===== src/design/ntpb_pkg.sv =====
// Shared types and constants for the nearest trail point backtrack block.
// No dependencies; used by controller, datapath, top level and checker.
package ntpb_pkg;

  localparam int COORD_BITS     = 24;
  localparam int ORIENT_BITS    = 32;
  localparam int OUT_INDEX_BITS = 6;

  typedef enum logic {
    OP_APPEND = 1'b0,
    OP_PLAN   = 1'b1
  } opcode_e;

  typedef enum logic {
    KIND_START = 1'b0,
    KIND_TRAIL = 1'b1
  } kind_e;

  // Input word
  typedef struct packed {
    opcode_e                       opcode;
    logic                          first_point;
    logic signed [COORD_BITS-1:0]  pose_x;
    logic signed [COORD_BITS-1:0]  pose_y;
    logic        [ORIENT_BITS-1:0] pose_orientation;
    logic signed [COORD_BITS-1:0]  goal_x;
    logic signed [COORD_BITS-1:0]  goal_y;
  } in_word_t;

  // Result word
  typedef struct packed {
    kind_e                            pose_kind;
    logic signed [COORD_BITS-1:0]     out_x;
    logic signed [COORD_BITS-1:0]     out_y;
    logic        [ORIENT_BITS-1:0]    out_orientation;
    logic        [OUT_INDEX_BITS-1:0] out_index;
    logic                             last;
    logic                             success;
  } out_word_t;

  // One stored trail point
  typedef struct packed {
    logic signed [COORD_BITS-1:0]  x;
    logic signed [COORD_BITS-1:0]  y;
    logic        [ORIENT_BITS-1:0] orient;
  } trail_entry_t;

  // Controller to datapath commands
  typedef struct packed {
    logic append;      // store the input word as a trail point
    logic plan;        // capture start and goal, clear the search
    logic search_run;  // walk the trail through the distance pipeline
    logic emit_begin;  // present the start pose, issue the newest point
    logic emit_run;    // keep emitting trail points
  } cmd_t;

  // Datapath to controller status
  typedef struct packed {
    logic search_done;  // all points compared, best point settled
    logic plan_done;    // final word of the plan is on the outputs
  } sts_t;

endpackage


===== src/design/ntpb_ctrl.sv =====
// Sequencer for the nearest trail point backtrack block.
// Depends on ntpb_pkg for the command and status structs.
module ntpb_ctrl (
  input  logic              clk_i,
  input  logic              rst_ni,
  input  logic              start_i,
  input  ntpb_pkg::opcode_e opcode_i,
  input  ntpb_pkg::sts_t    sts_i,
  output ntpb_pkg::cmd_t    cmd_o,
  output logic              busy_o
);

  typedef enum logic [1:0] {
    ST_IDLE,
    ST_SEARCH,
    ST_EMIT_START,
    ST_EMIT_TRAIL
  } state_e;

  state_e state_q, state_d;
  logic   busy_q;
  logic   accept;

  assign accept = start_i && !busy_q;

  // Next state
  always_comb begin
    state_d = state_q;
    unique case (state_q)
      ST_IDLE: begin
        if (accept && (opcode_i == ntpb_pkg::OP_PLAN)) state_d = ST_SEARCH;
      end
      ST_SEARCH: begin
        if (sts_i.search_done) state_d = ST_EMIT_START;
      end
      ST_EMIT_START: begin
        state_d = ST_EMIT_TRAIL;
      end
      ST_EMIT_TRAIL: begin
        if (sts_i.plan_done) state_d = ST_IDLE;
      end
      default: state_d = ST_IDLE;
    endcase
  end

  // Command decode
  always_comb begin
    cmd_o            = '0;
    cmd_o.append     = (state_q == ST_IDLE) && accept && (opcode_i == ntpb_pkg::OP_APPEND);
    cmd_o.plan       = (state_q == ST_IDLE) && accept && (opcode_i == ntpb_pkg::OP_PLAN);
    cmd_o.search_run = (state_q == ST_SEARCH);
    cmd_o.emit_begin = (state_q == ST_EMIT_START);
    cmd_o.emit_run   = (state_q == ST_EMIT_TRAIL);
  end

  // State and busy flag
  always_ff @(posedge clk_i or negedge rst_ni) begin
    if (!rst_ni) begin
      state_q <= ST_IDLE;
      busy_q  <= 1'b0;
    end else begin
      state_q <= state_d;
      busy_q  <= (state_d != ST_IDLE);
    end
  end

  assign busy_o = busy_q;

endmodule


===== config.mk =====
export PLATFORM = sky130hd
export DESIGN_NAME = ntpb_ctrl
export DESIGN_NICKNAME = d
export VERILOG_FILES = /design/src/design/ntpb_pkg.sv /design/src/design/ntpb_ctrl.sv
export SDC_FILE = /design/constraint.sdc
export NUM_CORES = 1
export LEC_CHECK = 0
export ABC_AREA = 0
export BUFFER_PORTS_ARGS = -buffer_cell sky130_fd_sc_hd__buf_2
export CORE_AREA = 4 4 41 43
export DETAILED_ROUTE_END_ITERATION = 10
export DIE_AREA = 0 0 45 47
export HOLD_SLACK_MARGIN = 0.15
export SLEW_MARGIN = 20
export SYNTH_ARGS = -nofsm -noshare
export SYNTH_HDL_FRONTEND = slang
export SYNTH_SLANG_ARGS = --single-unit

===== constraint.sdc =====
create_clock -name clk_i -period 1.3 [get_ports clk_i]
set_input_delay 0.065 -clock clk_i [delete_from_list [all_inputs] [get_ports clk_i]]
set_output_delay 0.065 -clock clk_i [all_outputs]
set_load 0.02 [all_outputs]

==> impl_metrics.tcl, run 1 <==
set metrics [dict create \
    slew_headroom_pct 86.0 \
    r2r_setup_slack_ps 90 \
    cp.required_ps 1240 \
    fin_crit_sh_pct 99.1 \
    hold_class "in2reg" \
    outcome "finished clean" \
    diodes 0 \
    die_h_um 47 \
    clockBufferDepth 2 \
    clkTransAtPathRegs_ps 40 \
    grt_use_total_pct 4.99 \
    r2r-start "state_q[1]$_DFF_PN0_" \
    total_power_w 0.000708 \
    critPathLaunchType "flip-flop" \
    synthToLayoutAreaGrowth_pct 109 \
    critPathMaxStageDelay_ps 410 \
    clock-sinks 3 \
    critPathMaxFanout 2 \
    fin_worst_skew_ps 2.02 \
    grt_setup_unrepaired "yes" \
    syn_area_per_cell_um2 8.97 \
    drt-vias-per-instance 3.78 \
    die_area_um2 2120 \
    maxCapViolations 0 \
    hp-start "sts_i[0]" \
    ys_warn_count 0 \
    fin_ws_ps 11.3 \
    antenna_found_initial 0 \
    hold_depth 3 \
    yosysUniqueCellTypes 11 \
    grt_start_max_net_pins 9 \
    grt_overflow 0 \
    syn_area_um2 161 \
    slew_violations 0 \
    crit_type "reg2out" \
    synth_xor_area_share_pct 0 \
    nets 46 \
    power_density_nw_per_um2 2100 \
    final_util_pct 26.0 \
    r2r-end "state_q[0]$_DFF_PN0_" \
    grt_pass1_wl_um 703 \
    rows 13 \
    cts_tree "yes" \
    synth.net_count 24 \
    coreArea_um2 1300 \
    hold_viol 0 \
    start_util_pct 12.4 \
    drt-initial-drc-count 0 \
    synthCells 18 \
    wire_per_inst_um 8.26 \
    power.leakage_nw 0.173 \
    synthMuxAreaShare_pct 0 \
    final_common_cell "buf_2" \
    synth_top_family_by_area "simple AND/OR/NAND/NOR gates" \
    ios 12 \
    wl_um 446 \
    synthAdderAreaFrac_pct 0 \
    period_minus_slack_ps 1290 \
    hold_end "busy_o$_DFF_PN0_" \
    synth_compound_area_share_pct 12.4 \
    clock.fmax_mhz 776 \
    portBuffers 11 \
    cp_cell_sequence "nor4b_4 -> nor2b_1 -> buf_4" \
    post_route_cells_drive_above_1_share_pct 53.8 \
    drtAntennaViolNets 0 \
    cts_root_buffer "clkbuf_4" \
    firstDrtPassIters 1 \
    end_kind "primary output" \
    setup_violations 0 \
    clk_latency_ps 230 \
    die_width_um 45 \
    ys_seq_area_share_pct 46.5 \
    ys_seq_elements 3 \
    crit_arrival_ps 1220 \
    dp_slack_ps 140 \
    layout_common_cells "buf_2 (9), buf_4 (4), clkbuf_4 (3), dlygate4sd3_1 (3)" \
    whs_ps 220 \
    cts_buffers 3 \
    drc_errors 0 \
    gp_congestion 0.705 \
    crit_slowest_cell "dfrtp_2" \
    synthSimpleGateAreaFrac_pct 36.4 \
    vdd_drop_max_mv 0.392 \
    worst_slew_pin_slew_ps 208 \
    vias 204 \
    grt_pass1_vias 194 \
    worstRegToRegCells 5 \
    htreeDepth 1 \
]
-- routing by layer --
metal	part of all wire [%]	up-vias	GRT usage, %
met5	0	-	0
met4	0	0	5.26
met3	10	0	2.30
met2	55	9	8.76
met1	34	94	3.89
li1	-	101	-
-- cell type report --
| cell class | count | area [µm²] |
|---|---|---|
| Clock buffer | 4 | 26.3 |
| Timing Repair Buffer | 17 | 116 |
| Fill cell | 151 | 963 |
| Sequential cell | 3 | 77.6 |
| Multi-Input combinational cell | 13 | 91.3 |
| Tap cell | 15 | 18.8 |
| Inverter | 2 | 7.51 |
-- where the power goes --
part | leakage, nW | internal [W] | switching, W
Clock | 0.0150 | 0.000115 | 0.0000455
Sequential | 0.0312 | 0.000146 | 0.0000632
Combinational | 0.127 | 0.000153 | 0.000186
Total | 0.173 | 0.000414 | 0.000295
-- cell usage after synthesis --
master	count	area share [%]
dfrtp_1	3	47
a21oi_1	2	6.2
inv_1	2	4.7
nor2_1	2	4.7
nor2b_1	2	7.8
o21ai_0	2	6.2
and2_1	1	3.9
and2b_1	1	4.7
and3_1	1	3.9
nand2_1	1	2.3
nor4b_2	1	9.3
-- flip-flops by register name, summed over array words and instances (netlist names) --
name / count
busy_o: 1
state_q: 2
-- metrics by stage --
step	TNS (ps)	cells	cell area (µm²)
final	0	54	338
after global routing	-142	54	338
after CTS	0	53	320
after detailed placement	0	44	235
after global placement	0	44	235
after floorplan	0	18	161
-- kinds of logic after synthesis --
kind of cell,count (synthesis)
flip-flops,3
AND/OR/NAND/NOR,9
AO/OA/AOI/OAI,4
buffers and inverters,2
-- critical path: cells and delay by family (launching register included) --
family | cells | cell delay, ps
simple gates | 2 | 450
flops | 1 | 410
buf+inv | 1 | 140
-- what timing repair did --
item                                    4_1_cts  5_1_grt
gates resized for setup                       4        4
setup buffers                                 2        1
hold buffers                                  3        0
pin swaps                                     2        2
endpoints found under the setup margin        2        2
endpoints found under the hold margin         4        0
-- worst max path at each step --
stage,start,endpoint
floorplan,state_q[0]$_DFF_PN0_,cmd_o[4]
global placement,state_q[0]$_DFF_PN0_,cmd_o[3]
detailed placement,state_q[0]$_DFF_PN0_,cmd_o[3]
CTS,busy_o$_DFF_PN0_,cmd_o[3]
global route,state_q[1]$_DFF_PN0_,cmd_o[4]
finish,state_q[1]$_DFF_PN0_,cmd_o[4]
Note: power is estimated with default switching activity, not from simulation.
==> run 2, diff against run 1 <==
==> constraint.sdc (replaced) <==
create_clock -name clk_i -period 1.2 [get_ports clk_i]
set_input_delay 0.06 -clock clk_i [delete_from_list [all_inputs] [get_ports clk_i]]
set_output_delay 0.06 -clock clk_i [all_outputs]
set_load 0.02 [all_outputs]
==> run 2 against run 1 <==
The run now ends with negative setup slack left. Sequential cell count unchanged. Wire length increased by 8.5%. Total power increased by 14%. Largest power group unchanged.
==> impl_metrics.tcl, run 2 (synthesis results as in run 1) <==
set metrics [dict create \
    cp.required_ps 1140 \
    grt_setup_unrepaired "yes" \
    power.leakage_nw 0.181 \
    maxCapViolations 0 \
    nets 47 \
    busiest_layer "met2" \
    hold_class "in2reg" \
    cts_buffers 3 \
    dpl_cell_area_um2 250 \
    stdcell_area_um2 349 \
    clock-sinks 3 \
    dp_slack_ps 125 \
    cts_root_buffer "clkbuf_4" \
    regMostFlops "state_q" \
    hold_viol 0 \
    post_route_cells_drive_above_1_share_pct 50.0 \
    crit_arrival_ps 1230 \
    rows 13 \
    slew_violations 0 \
    layout_common_cells "buf_2 (8), buf_4 (5), dfrtp_1 (3), clkbuf_4 (3), dlygate4sd3_1 (3)" \
    vias 209 \
    start_util_pct 12.4 \
    gp_congestion 0.645 \
    clockBufferDepth 2 \
    wl_um 484 \
    diodes 0 \
    total_power_w 0.000809 \
    grt_use_total_pct 4.83 \
    vdd_drop_max_mv 0.421 \
    drc_errors 0 \
    grt_start_max_net_pins 8 \
    clk_latency_ps 240 \
    ios 12 \
    power_density_nw_per_um2 2320 \
    clock.fmax_mhz 777 \
    failed_checks "negative setup slack" \
    critPathMaxFanout 2 \
    end_kind "primary output" \
    cellInternalPower_w 0.000473 \
    die_area_um2 2120 \
    firstDrtPassIters 1 \
    period_minus_slack_ps 1290 \
    fin_worst_skew_ps 3.35 \
    portBuffers 11 \
    setup_violations 2 \
    htreeDepth 1 \
    setup_tns_ps -146 \
    drtAntennaViolNets 0 \
    die_width_um 45 \
    grt_util_met2_pct 9.32 \
    antenna_found_initial 0 \
    synthToLayoutAreaGrowth_pct 116 \
    fin_ws_ps -87.3 \
    coreArea_um2 1300 \
    whs_ps 194 \
    drt-vias-per-instance 3.80 \
    grt_overflow 0 \
    critPathLaunchType "flip-flop" \
    die_h_um 47 \
    seqPwrFrac_pct 25.1 \
    fin_crit_sh_pct 107 \
    p_comb_share_pct 52.5 \
    clkPwrFrac_pct 22.4 \
    grt_pass1_wl_um 669 \
    switching_share_pct 41.5 \
    wire_per_inst_um 8.80 \
    grt_pass1_vias 219 \
    cts_tree "yes" \
    met3_usage_pct 0 \
    outcome "finished, violations left" \
    worst_slew_pin_slew_ps 203 \
    final_common_cell "buf_2" \
    slew_headroom_pct 86.4 \
    drt-initial-drc-count 0 \
    clkTransAtPathRegs_ps 40 \
    p_sw_w 0.000336 \
    largest_register_ffs 2 \
    crit_type "reg2out" \
    met1_usage_pct 2.98 \
]
[run 2: cell count changes in the layout (fill, tap and decap cells not counted), sizes merged]
cell / delta
buf: +1
[run 2: final cells by class]
| class | instances | area [µm²] |
|---|---|---|
| Fill cell | 146 | 952 |
| Inverter | 2 | 7.51 |
| Sequential cell | 3 | 75.1 |
| Tap cell | 15 | 18.8 |
| Timing Repair Buffer | 18 | 130 |
| Multi-Input combinational cell | 13 | 91.3 |
| Clock buffer | 4 | 26.3 |
[run 2: final timing paths]
kind | endpoint | cells past startpoint | from | slack [ps]
max | cmd_o[4] | 3 | state_q[0]$_DFF_PN0_ | -90
min | busy_o$_DFF_PN0_ | 3 | sts_i[0] | 190
max reg2reg | state_q[0]$_DFF_PN0_ | 5 | state_q[0]$_DFF_PN0_ | 30
min reg2reg | state_q[1]$_DFF_PN0_ | 3 | state_q[1]$_DFF_PN0_ | 710
max in group asynchronous | state_q[0]$_DFF_PN0_ | 3 | rst_ni | 360
min in group asynchronous | busy_o$_DFF_PN0_ | 3 | rst_ni | 690
[run 2: timing repair]
item,in CTS,in global routing
hold buffers,3,0
hold endpoints to repair,4,0
pin swaps,2,2
setup buffers,1,1
gates resized for setup,3,5
endpoints found under the setup margin,2,3
cloned,0,0
[run 2: power groups by stage]
stage / combinational [W] / sequential [W] / clock, W
after CTS: 0.000394 / 0.000188 / 0.000192
final: 0.000424 / 0.000203 / 0.000181
after floorplan: 0.000178 / 0.000231 / 0
after global placement: 0.000375 / 0.000186 / 0
after detailed placement: 0.000380 / 0.000189 / 0
after global routing: 0.000455 / 0.000210 / 0.000191
[run 2: layer usage]
metal	wire length (µm)	part of all wire, %	up-vias
met5	0	0	-
li1	-	-	103
met1	150	31	93
met3	44	9.1	2
met2	268	55	11
met4	20	4.1	0
[run 2: through the flow]
step                utilization, %  cells
global placement              19.2     46
CTS                           24.8     54
detailed placement            19.2     46
floorplan                        -     18
global route                  26.8     55
finish                        26.8     55
[run 2: worst max-delay path: stages (launching register included)]
cell     delay [ps]
dfrtp_1         400
nor4b_4         290
nor2b_1         160
buf_4           150
